## src/design/gbs_pkg.sv

```systemverilog
package gbs_pkg;

	localparam int MAX_KEPT  = 64;
	localparam int IDX_W     = (MAX_KEPT > 1) ? $clog2(MAX_KEPT) : 1;
	localparam int CNT_W     = $clog2(MAX_KEPT + 1);
	localparam int COORD_W   = 16;
	localparam int CLASS_W   = 7;
	localparam int AREA_W    = 2 * COORD_W;
	localparam int THR_W     = 16;
	localparam int TOTAL_W   = 7;
	localparam int CFG_IDX_W = 4;
	localparam int CFG_W     = 16;

	localparam logic [THR_W-1:0] THR_RESET = 16'd29491;

	// configuration register indexes
	localparam logic [CFG_IDX_W-1:0] REG_IOU_THRESHOLD  = 4'd0;
	localparam logic [CFG_IDX_W-1:0] REG_CLASS_AGNOSTIC = 4'd1;

	typedef struct packed {
		logic [COORD_W-1:0] left;
		logic [COORD_W-1:0] top;
		logic [COORD_W-1:0] right;
		logic [COORD_W-1:0] bottom;
		logic [CLASS_W-1:0] cls;
		logic [AREA_W-1:0]  area;
	} entry_t;

	// controller to datapath
	typedef struct packed {
		logic             load;
		logic             area;
		logic             issue;
		logic [IDX_W-1:0] rd_idx;
		logic             finish;
	} cmd_t;

	// datapath to controller
	typedef struct packed {
		logic [CNT_W-1:0] count;
		logic             pipe_busy;
		logic             out_hold;
	} stat_t;

	function automatic logic [COORD_W-1:0] overlap_len(
		input logic [COORD_W-1:0] a0,
		input logic [COORD_W-1:0] a1,
		input logic [COORD_W-1:0] b0,
		input logic [COORD_W-1:0] b1
	);
		logic [COORD_W-1:0] lo;
		logic [COORD_W-1:0] hi;
		lo = (a0 > b0) ? a0 : b0;
		hi = (a1 < b1) ? a1 : b1;
		return (hi > lo) ? (hi - lo) : '0;
	endfunction

endpackage

```

## src/design/gbs_ctrl.sv

```systemverilog
module gbs_ctrl (
	input  logic           clk,
	input  logic           arst_n,
	input  logic           in_valid,
	output logic           in_stall,
	output gbs_pkg::cmd_t  cmd,
	input  gbs_pkg::stat_t stat
);
	import gbs_pkg::*;

	typedef enum logic [2:0] {
		S_IDLE,
		S_AREA,
		S_SCAN,
		S_DRAIN,
		S_DONE
	} state_t;

	state_t           state_q;
	logic [IDX_W-1:0] idx_q;
	logic             last_idx;

	assign last_idx = ((CNT_W'(idx_q) + CNT_W'(1)) == stat.count);

	assign in_stall   = (state_q != S_IDLE);
	assign cmd.load   = (state_q == S_IDLE) && in_valid;
	assign cmd.area   = (state_q == S_AREA);
	assign cmd.issue  = (state_q == S_SCAN);
	assign cmd.rd_idx = idx_q;
	assign cmd.finish = (state_q == S_DONE) && !stat.out_hold;

	always_ff @(posedge clk or negedge arst_n) begin
		if (!arst_n) begin
			state_q <= S_IDLE;
			idx_q   <= '0;
		end else begin
			case (state_q)
				S_IDLE: begin
					if (in_valid) begin
						state_q <= S_AREA;
					end
				end
				S_AREA: begin
					idx_q   <= '0;
					state_q <= (stat.count == '0) ? S_DRAIN : S_SCAN;
				end
				S_SCAN: begin
					if (last_idx) begin
						state_q <= S_DRAIN;
					end else begin
						idx_q <= idx_q + IDX_W'(1);
					end
				end
				S_DRAIN: begin
					if (!stat.pipe_busy) begin
						state_q <= S_DONE;
					end
				end
				S_DONE: begin
					if (!stat.out_hold) begin
						state_q <= S_IDLE;
					end
				end
				default: begin
					state_q <= S_IDLE;
				end
			endcase
		end
	end

endmodule

```

## config.mk

```make
export PLATFORM = sky130hd
export DESIGN_NAME = gbs_ctrl
export DESIGN_NICKNAME = d
export VERILOG_FILES = /design/src/design/gbs_pkg.sv /design/src/design/gbs_ctrl.sv
export SDC_FILE = /design/constraint.sdc
export NUM_CORES = 1
export LEC_CHECK = 0
export BUFFER_PORTS_ARGS = -buffer_cell sky130_fd_sc_hd__buf_2
export CAP_MARGIN = 20
export CORE_MARGIN = 2
export CORE_UTILIZATION = 30
export DETAILED_ROUTE_END_ITERATION = 8
export PLACE_DENSITY = 0.57
export SYNTH_ARGS = -nofsm -noshare
export SYNTH_HDL_FRONTEND = slang
export SYNTH_SLANG_ARGS = --single-unit
```

## constraint.sdc

```tcl
create_clock -name clk -period 2.17 [get_ports clk]
set_input_delay 0.434 -clock clk [delete_from_list [all_inputs] [get_ports clk]]
set_output_delay 0.434 -clock clk [all_outputs]
set_load 0.1 [all_outputs]
```

Word-level counts from Yosys, hierarchy flattened
Cells that the tools add are included.

Register bits: 9. Bits in latches: 0. Memory bits (writable): 0. ROM bits: 0. Bits of input ports: 12. Output and inout bits: 11. Word-level logic and storage cells: 31. Memories kept: 0.

Add/sub/neg operators: 2. $mul: 0. Divide/modulo/power cells: 0. $lt $le $gt $ge: 0. Equal/unequal tests: 10. Shift operators: 0. Muxes and demuxes: 8. Bitwise operators: 0. Reductions and logical operators: 9.

Operators with widths (number): one-hot mux 3 bit (5 select lines) (1); two-way mux 3 bit (4); one-hot mux 6 bit (2 select lines) (1); inequality test 2 bit (second input constant) (4); adder 6 x 1 -> 7 bit (second input constant) (1); == test 7 bit (1); logical NOT 7 bit (1); adder 6 x 1 -> 6 bit (second input constant) (1); == test 3 x 2 -> 1 bit (second input constant) (2); two-way mux 6 bit (1); AND reduction 4 bit (1); == test 3 x 1 -> 1 bit (second input constant) (1); == test 3 bit (second input constant) (1); logical NOT 3 bit (1); nonzero test 3 bit (1); logical AND 1 bit (2); inequality test 2 x 1 -> 1 bit (second input constant) (1); AND reduction 2 bit (1); nonzero test 2 bit (1); logical NOT 1 bit (1); two-way mux 1 bit (1).

Depth between registers and ports, before layout
Gate-level depths: netlist of the first run.

Word-level depth: 4. Mapped depth: 8. Gate-level depth less buffers: 7.

Worst setup path before layout of the first run
OpenSTA, ideal clock, no wires.

Path kind: register -> output. Start: reg state_q[2]. End: out cmd[9] (netlist name). Data arrival time: 2642 ps. Required time: 1736 ps. Setup slack: -906 ps. Stages on the path, launching flop included: 3. Path buffers: 0. Cells stage by stage: dfrtp_1 or3_1 nor2_1.

RTL lines: start: declaration (RTL line gbs_ctrl.sv:19) `state_t state_q;`; start signal: assignment (RTL line gbs_ctrl.sv:45) `state_q <= (stat.count == '0) ? S_DRAIN : S_SCAN;`; end: declaration (RTL line gbs_ctrl.sv:6) `output gbs_pkg::cmd_t cmd,`.

==> key figures, run 1 <==
Critical path
  • Critical-path maximum fanout: 7
  • Crit path DAT: 1.62 ns
  • Worst stage delay on the critical path: 0.45 ns
  • Critical path cell sequence: inv_1 > or3_1 > inv_1 > buf_12
  • Critical path data required time: 1.74 ns
  • Most frequent CP cell: inv_1
  • Crit Path Class: reg2out
  • Crit-path slowest cell: or3_1
  • Startpoint Class: flop
  • Critical Path Sink Type: output port

Route
  • 1st-pass router iterations: 4
  • Post-DR vias/cell: 5.13
  • DRC Markers: 0
  • Detail Route Antenna Nets: 0
  • Routed WL: 1650 um
  • DR vias: 692
  • DR WL/cell: 12.2 um
  • Iteration-0 DRC Markers: 12

STA
  • Clock skew: 0.00415 ns
  • Maximum clock rate: 487 MHz
  • Worst slew margin: 67.5%
  • Final hold viol count: 0
  • Period utilization: 94.7%
  • Post-layout min period: 2.05 ns
  • Max-slew violations: 0
  • Slew @ Worst Pin: 0.491 ns
  • Final setup viols: 0
  • Unrepaired setup endpoints after global routing: no

Global routing
  • Global-route met3 utilization: 2.57%
  • Antenna violations before repair: 0
  • Total track usage: 13.2%
  • Global-route wire length before repair: 2660 um
  • GRT overflow: 0
  • Largest net degree at the start of global routing: 10
  • GR Layer Usage met2: 19.6%
  • Vias in the first global route: 642
  • GRT busiest layer: met2
  • Routing usage on met1: 18.1%

Finish
  • # diodes: 0
  • Multi-input logic area: 452 um^2
  • Final cell count without fillers: 135
  • Register area: 238 um^2
  • FILL cells: 237
  • Area Growth Syn to Fin: 29.6%
  • Final instance area: 908 um^2
  • Fin util: 41.1%
  • Final net count: 121
  • Fraction of layout cells with a size suffix above 1: 36.4%

Die
  • Die height: 52.3 um
  • Starting Density: 31.7%
  • # rows: 17
  • IO Pins: 23
  • Chip Width: 52.3 um
  • Die ar.: 2740 um^2
  • Core Area: 2210 um^2

Synth
  • Ys Warns: 0
  • Synth Register Bits: 9
  • Top-count cell post-synth: nand2_1
  • Commonest cells post-synth: 13 x nand2_1, 9 x dfrtp_1, 7 x nor2_1, 7 x xnor2_1
  • Primary FF master, synth: dfrtp_1
  • Top cell type's share of synthesized area: 32.1%
  • Area contributors post-synth: dfrtp_1 32%, xnor2_1 8.8%, nand2_1 7.0%
  • Ys async rst share: 100%
  • Sequential share of the synthesized area: 32.1%
  • Unique cell type count in the Yosys netlist: 31
  • Syn Area/Cell: 8.44 um^2
  • Post-Syn Instances: 83
  • Post-synth EDFFs: 0
  • Post-synth top area cell: dfrtp_1
  • Net Count, Synth: 96
  • Mapped Area: 701 um^2

Job
  • Max-cap viol count: 0

Clocking
  • Post-cts hold buffer count: 0
  • CTS tree: yes
  • Root Buffer: clkbuf_4
  • Sink Count: 9
  • H-tree Lvls: 1
  • Clock buffer depth: 2
  • CTS clk-pin slew, worst paths: 0.07 ns
  • Total CTS buffers: 3
  • Clock latency on the worst-skew pair: 0.26 ns

Placement
  • Cell Area, Placed: 872 um^2
  • Placed cell count: 130
  • DP HPWL: 1290 um
  • GPL Wtd Cong: 0.877
  • Number of buffers added on ports: 22

Worst hold path
  • Hold crit path type: in2async

Status
  • Status: finished, final reports clean
==> cell families (layout without fill, tap and decap cells) <==
logic type      count (synthesis)  count (layout)  synth area share (%)
xor+xnor                        9               9                  11.3
fa+ha+maj                       1               1                  1.79
compound gates                 12              12                  12.9
mux                             3               3                  4.29
buf+inv                         8              32                  6.61
flops                           9               9                  32.1
simple gates                   41              41                  31.1
==> repair_timing <==
item                                    4_1_cts  5_1_grt
resized for setup                             0        1
endpoints found under the setup margin        0        3
setup buffers                                 0        1
==> state kept, by name (all words and copies together), names as in the netlist <==
register  cells
idx_q         6
state_q       3
==> metrics by stage <==
| step | TNS [ns] | hold slack (ns) | setup WS, ns |
|---|---|---|---|
| 6_report | 0 | 0.0130 | 0.116 |
| 5_1_grt | 0 | 0.0164 | 0.0215 |
| 4_1_cts | 0 | 0.0163 | 0.0432 |
| 3_5_place_dp | 0 | 0.304 | 0.112 |
| 3_3_place_gp | 0 | 0.306 | 0.149 |
| 2_1_floorplan | -0.152 | 0.138 | -0.152 |
==> metal layers <==
metal | up-vias | routed length, um | part of all wire, %
met5 | - | 0 | 0
met4 | 0 | 26 | 1.6
met3 | 4 | 84 | 5.1
met2 | 21 | 728 | 44
met1 | 321 | 811 | 49
li1 | 346 | - | -
==> worst paths after layout <==
kind | end | cells past startpoint | start | slack [ns]
worst max-delay path | cmd[8] | 4 | state_q[0]$_DFFE_PN0P_ | 0.12
worst min-delay path | idx_q[0]$_DFFE_PN0P_ | 1 | arst_n | 0.01
worst max register to register | idx_q[2]$_DFFE_PN0P_ | 8 | idx_q[0]$_DFFE_PN0P_ | 0.16
worst min register to register | idx_q[5]$_DFFE_PN0P_ | 1 | idx_q[5]$_DFFE_PN0P_ | 0.53
max in group asynchronous | idx_q[1]$_DFFE_PN0P_ | 1 | arst_n | 1.94
min in group clk | state_q[2]$_DFFE_PN0P_ | 2 | stat[1] | 0.37
==> critical path, delay by kind of cell (launching register included) <==
| family | cells | cell delay (ns) |
|---|---|---|
| flops | 1 | 0.44 |
| buf+inv | 3 | 0.46 |
| simple gates | 1 | 0.45 |
==> cells in the final DEF (no fill, tap or decap), drive strengths merged <==
cell / Yosys / routed
or3: 4 / 4
nor3: 2 / 2
o21ai: 4 / 4
nor4: 2 / 2
buf: 3 / 23
or4: 1 / 1
o211ai: 1 / 1
o31ai: 1 / 1
nand3: 4 / 4
nand3b: 2 / 2
nand4: 2 / 2
nor2: 7 / 7
nand2: 13 / 13
inv: 4 / 4
a31oi: 1 / 1
a221oi: 1 / 1
and4b: 1 / 1
ha: 1 / 1
a211oi: 1 / 1
and3b: 1 / 1
xnor2: 7 / 7
xor2: 2 / 2
a311oi: 1 / 1
and3: 2 / 2
clkbuf: 1 / 5
dfrtp: 9 / 9
o22a: 1 / 1
mux2i: 3 / 3
o31a: 1 / 1
==> cell type report <==
class / count / area share [%]
inverter: 4 / 1.65
timing repair buffer: 24 / 15.7
multi-input combinational: 66 / 49.7
sequential: 9 / 26.2
clock buffer: 4 / 2.89
tap: 28 / 3.86
Power of run 1 is not shown: default switching activity piles up to over one toggle a cycle in this logic, so the estimate is an artifact.
==> inputs of run 2 (changes only) <==
==> constraint.sdc (replaced) <==
create_clock -name clk -period 2.17 [get_ports clk]
set_input_delay 0.1085 -clock clk [delete_from_list [all_inputs] [get_ports clk]]
set_output_delay 0.1085 -clock clk [all_outputs]
set_load 0.1 [all_outputs]
==> key figures, run 2 (synthesized netlist as in run 1, its figures left out) <==
Clocking
  • CTS tree: yes
  • CTS clk-pin slew, worst paths: 0.07 ns (about the same)
  • Clock buffer depth: 2 (unchanged)
  • Clock latency on the worst-skew pair: 0.26 ns (about the same)
  • Sink Count: 9 (unchanged)
  • H-tree Lvls: 1 (unchanged)
  • Root Buffer: clkbuf_4
  • Total CTS buffers: 3 (unchanged)

Finish
  • Largest register FFs: 6 (unchanged)
  • Fraction of layout cells with a size suffix above 1: 37.3% (+0.82 points)
  • Final net count: 124 (+2.5%)
  • # diodes: 0 (unchanged)
  • Area Growth Syn to Fin: 31.1%
  • Most frequent cells in the layout: 22 x buf_2, 13 x nand2_1, 7 x xnor2_1
  • Largest Register: idx_q
  • Commonest non-fill, non-tap cell in the layout: buf_2
  • Largest registers: idx_q x6, state_q x3

Critical path
  • CP Launch Point: idx_q[0]$_DFFE_PN0P_
  • Crit path to: idx_q[0]$_DFFE_PN0P_
  • Reg2Reg Depth: 7 (-1)
  • Crit path DAT: 2.25 ns (+0.63 ns)
  • Worst path top cell family by delay: flip-flops
  • Worst stage delay on the critical path: 0.51 ns (+0.06 ns)
  • Critical-path maximum fanout: 6 (-1)
  • Reg2reg end: idx_q[0]$_DFFE_PN0P_
  • Critical path cell sequence: ha_4 > and3b_1 > or3_1 > a31oi_1 > o31a_1 > buf_4 > mux2i_1
  • Worst r2r src: idx_q[0]$_DFFE_PN0P_
  • Crit-path slowest cell: dfrtp_4
  • Crit Path Class: reg2reg
  • Critical path data required time: 2.35 ns (+0.61 ns)
  • Bufs and invs on worst path: 1 (-2)
  • Instance count on the critical path: 7 (+3)
  • Critical Path Sink Type: flop
  • R2R Setup Slk: 0.11 ns (-0.05 ns)
  • Startpoint Class: flop

Global routing
  • Vias in the first global route: 585 (-8.9%)
  • Largest net degree at the start of global routing: 10 (unchanged)
  • Antenna violations before repair: 0 (unchanged)
  • Global-route wire length before repair: 2640 um (-0.79%)
  • Total track usage: 13.1% (-0.067 points)
  • GRT overflow: 0 (unchanged)

Die
  • # rows: 17 (unchanged)
  • Chip Width: 52.3 um (unchanged)
  • Starting Density: 31.7% (unchanged)
  • Core Area: 2210 um^2 (unchanged)
  • Die ar.: 2740 um^2 (unchanged)
  • Die height: 52.3 um (unchanged)
  • IO Pins: 23 (unchanged)

STA
  • Sum Neg Setup Slack: 0 ns (unchanged)
  • Final hold viol count: 0 (unchanged)
  • Unrepaired setup endpoints after global routing: no
  • Final setup viols: 0 (unchanged)
  • Period utilization: 95.1% (+0.46 points)
  • Slew @ Worst Pin: 0.488 ns (-0.00310 ns)
  • Max-slew violations: 0 (unchanged)
  • Worst slew margin: 67.7% (+0.21 points)
  • Clock skew: 0.0114 ns (+0.00723 ns)
  • Maximum clock rate: 484 MHz (-0.49%)
  • Post-layout min period: 2.06 ns (+0.0101 ns)

Route
  • Routed WL: 1680 um (+1.9%)
  • Detail Route Antenna Nets: 0 (unchanged)
  • DR WL/cell: 12.2 um (-0.28%)
  • 1st-pass router iterations: 4 (unchanged)
  • DRC Markers: 0 (unchanged)
  • Iteration-0 DRC Markers: 13 (+1)
  • Post-DR vias/cell: 5.04 (-1.6%)
  • DR vias: 696 (+0.58%)

Worst hold path
  • Hold path startpoint: stat[1]
  • Hold crit path type: in2reg

Placement
  • DP HPWL: 1300 um (+0.89%)
  • Number of buffers added on ports: 22 (unchanged)
  • GPL Wtd Cong: 0.784 (-11%)

Job
  • Max-cap viol count: 0 (unchanged)

Status
  • Status: finished, final reports clean
## run 2: cell count changes in the layout (fill, tap and decap cells not counted)
cell / change
clkbuf_4: -1
a211oi_1: -1
dlygate4sd3_1: +1
buf_4: +2
buf_2: +2
buf_12: -1
nor2_2: -1
nor2_1: +1
a211oi_2: +1
## run 2: area by class of cell
cell class	instances	area [um^2]
Fill cell	238	1290
Inverter	4	15.0
Tap cell	28	35.0
Sequential cell	9	238
Timing Repair Buffer	27	150
Multi-Input combinational cell	66	454
Clock buffer	4	26.3
## run 2: what timing repair did
action                                 in CTS  in global routing
hold buffers                                1                  0
setup endpoints to repair                   0                  5
gates resized for setup                     0                  1
endpoints found under the hold margin       9                  0
setup buffers                               0                  3
## run 2: worst register-to-register path, cell delays in order (launching register included)
cell and delay, ns:
dfrtp_4 0.51, ha_4 0.20, and3b_1 0.15, or3_1 0.33, a31oi_1 0.18, o31a_1 0.27, buf_4 0.17, mux2i_1 0.17
## run 2: through the flow
| step | hold slack [ns] | std cells | worst slack, ns | utilization, % | instance area [um^2] |
|---|---|---|---|---|---|
| 3_5_place_dp | -0.0229 | 130 | 0.0937 | 38.6 | 855 |
| 2_1_floorplan | -0.187 | 83 | 0.0219 | - | 733 |
| 4_1_cts | 0.0630 | 135 | 0.0864 | 40.3 | 891 |
| 3_3_place_gp | -0.0224 | 130 | 0.127 | 38.6 | 855 |
| 5_1_grt | 0.0682 | 138 | 0.00767 | 41.5 | 918 |
| 6_report | 0.0713 | 138 | 0.106 | 41.5 | 918 |
## run 2: worst min path at each step
stage,endpoint,slack [ns],cells past startpoint
global placement,idx_q[1]$_DFFE_PN0P_,-0.02,1
global route,state_q[2]$_DFFE_PN0P_,0.07,2
CTS,state_q[2]$_DFFE_PN0P_,0.06,2
detailed placement,idx_q[1]$_DFFE_PN0P_,-0.02,1
floorplan,idx_q[2]$_DFFE_PN0P_,-0.19,0
finish,state_q[2]$_DFFE_PN0P_,0.07,2
## run 2: metal layers
metal,wire length [um],part of all wire (%),global-route usage [%],vias up
met4,21,1.2,6.41,0
met1,789,47,19.8,314
met3,135,8.0,1.71,4
met2,735,44,17.9,24
met5,0,0,0,-
li1,-,-,-,354
Power of run 2 is left out for the same reason.
==> inputs of run 3 (changes only) <==
HOLD_SLACK_MARGIN = 0.08   (was not set)
==> key figures, run 3 (synthesized netlist as in run 1, its figures left out) <==
Status
  • Status: finished, final reports clean

Finish
  • Fin util: 42.0% (+0.45 points)
  • Most frequent cells in the layout: 22 x buf_2, 13 x nand2_1, 7 x xnor2_1
  • Commonest non-fill, non-tap cell in the layout: buf_2
  • Final net count: 125 (+0.81%)
  • Largest registers: idx_q x6, state_q x3
  • Area Growth Syn to Fin: 32.5%
  • Fraction of layout cells with a size suffix above 1: 36.9% (-0.34 points)
  • Largest register FFs: 6 (unchanged)
  • # diodes: 0 (unchanged)
  • Largest Register: idx_q
  • FILL cells: 237 (-0.42%)

Global routing
  • Antenna violations before repair: 0 (unchanged)
  • Largest net degree at the start of global routing: 10 (unchanged)
  • GRT overflow: 0 (unchanged)
  • Global-route wire length before repair: 2660 um (+1.1%)
  • Vias in the first global route: 597 (+2.1%)
  • Total track usage: 13.3% (+0.12 points)

STA
  • Final setup viols: 0 (unchanged)
  • Final hold viol count: 0 (unchanged)
  • Sum Neg Setup Slack: 0 ns (unchanged)
  • Slew @ Worst Pin: 0.488 ns (-0.00000131 ns)
  • Worst slew margin: 67.7% (unchanged)
  • Final hold slack: 0.124 ns (+0.0530 ns)
  • Unrepaired setup endpoints after global routing: no
  • Post-layout min period: 2.06 ns (-0.00371 ns)
  • Period utilization: 95.0% (-0.17 points)
  • Clock skew: 0.0112 ns (-0.000165 ns)
  • Maximum clock rate: 485 MHz (+0.18%)
  • Max-slew violations: 0 (unchanged)

Die
  • Starting Density: 31.7% (unchanged)
  • Chip Width: 52.3 um (unchanged)
  • Core Area: 2210 um^2 (unchanged)
  • # rows: 17 (unchanged)
  • Die ar.: 2740 um^2 (unchanged)
  • IO Pins: 23 (unchanged)
  • Die height: 52.3 um (unchanged)

Critical path
  • Critical Path Sink Type: flop
  • Worst stage delay on the critical path: 0.51 ns (about the same)
  • Worst path top cell family by delay: flip-flops
  • Critical path data required time: 2.35 ns (about the same)
  • Startpoint Class: flop
  • Crit path DAT: 2.24 ns (about the same)
  • Crit Path Class: reg2reg
  • Bufs and invs on worst path: 1 (unchanged)
  • Critical path cell sequence: ha_4 > and3b_1 > or3_1 > a31oi_1 > o31a_1 > buf_4 > mux2i_1
  • Crit-path slowest cell: dfrtp_4
  • Critical-path maximum fanout: 6 (unchanged)

Clocking
  • Sink Count: 9 (unchanged)
  • CTS tree: yes
  • Root Buffer: clkbuf_4
  • CTS clk-pin slew, worst paths: 0.07 ns (about the same)
  • Clock latency on the worst-skew pair: 0.26 ns (about the same)
  • H-tree Lvls: 1 (unchanged)
  • Clock buffer depth: 2 (unchanged)
  • Total CTS buffers: 3 (unchanged)

Route
  • Post-DR vias/cell: 4.99 (-1.0%)
  • Iteration-0 DRC Markers: 16 (+3)
  • DR vias: 694 (-0.29%)
  • Routed WL: 1690 um (+0.36%)
  • DRC Markers: 0 (unchanged)
  • Detail Route Antenna Nets: 0 (unchanged)
  • 1st-pass router iterations: 5 (+1)
  • DR WL/cell: 12.1 um (-0.37%)

Placement
  • GPL Wtd Cong: 0.784 (unchanged)
  • DP HPWL: 1300 um (unchanged)
  • Number of buffers added on ports: 22 (unchanged)

Worst hold path
  • Hold crit path type: in2reg

Job
  • Max-cap viol count: 0 (unchanged)
==> run 3: path summary, 6_finish.rpt <==
kind	to	cells after the start	slack, ns	startpoint
worst min-delay path	state_q[2]$_DFFE_PN0P_	3	0.12	stat[0]
max in group asynchronous	idx_q[4]$_DFFE_PN0P_	2	1.73	arst_n
worst max-delay path	idx_q[0]$_DFFE_PN0P_	7	0.11	idx_q[0]$_DFFE_PN0P_
min in group asynchronous	idx_q[3]$_DFFE_PN0P_	2	0.23	arst_n
worst min register to register	idx_q[5]$_DFFE_PN0P_	1	0.54	idx_q[5]$_DFFE_PN0P_
worst max register to register	idx_q[0]$_DFFE_PN0P_	7	0.11	idx_q[0]$_DFFE_PN0P_
==> run 3: final cells by class <==
cell class	instances	area, um^2	area share, %
multi-input combinational	66	454	48.9
sequential	9	238	25.6
timing repair buffer	28	160	17.3
tap	28	35.0	3.77
clock buffer	4	26.3	2.83
inverter	4	15.0	1.62
==> run 3: timing repair <==
action	4_1_cts	5_1_grt
setup buffers	0	3
endpoints found under the setup margin	0	5
hold buffers	2	0
gates resized for setup	0	1
hold endpoints to repair	10	0
==> run 3: per-layer routing <==
| metal | GRT usage (%) | routed length (um) |
|---|---|---|
| met5 | 0 | 0 |
| met4 | 6.41 | 12 |
| met3 | 1.71 | 119 |
| met2 | 18.5 | 748 |
| met1 | 19.7 | 808 |
==> run 3: worst min-delay path, stage by stage <==
cell     delay (ns)
buf_2          0.09
nand3_1        0.07
o31ai_1        0.07
==> run 3: through the flow <==
step	cells	setup WS, ns	cell area (um^2)
2_1_floorplan	83	0.0219	733
3_3_place_gp	130	0.127	855
3_5_place_dp	130	0.0937	855
4_1_cts	136	0.0864	901
5_1_grt	139	0.00767	928
6_report	139	0.109	928
Power of run 3 is left out for the same reason.
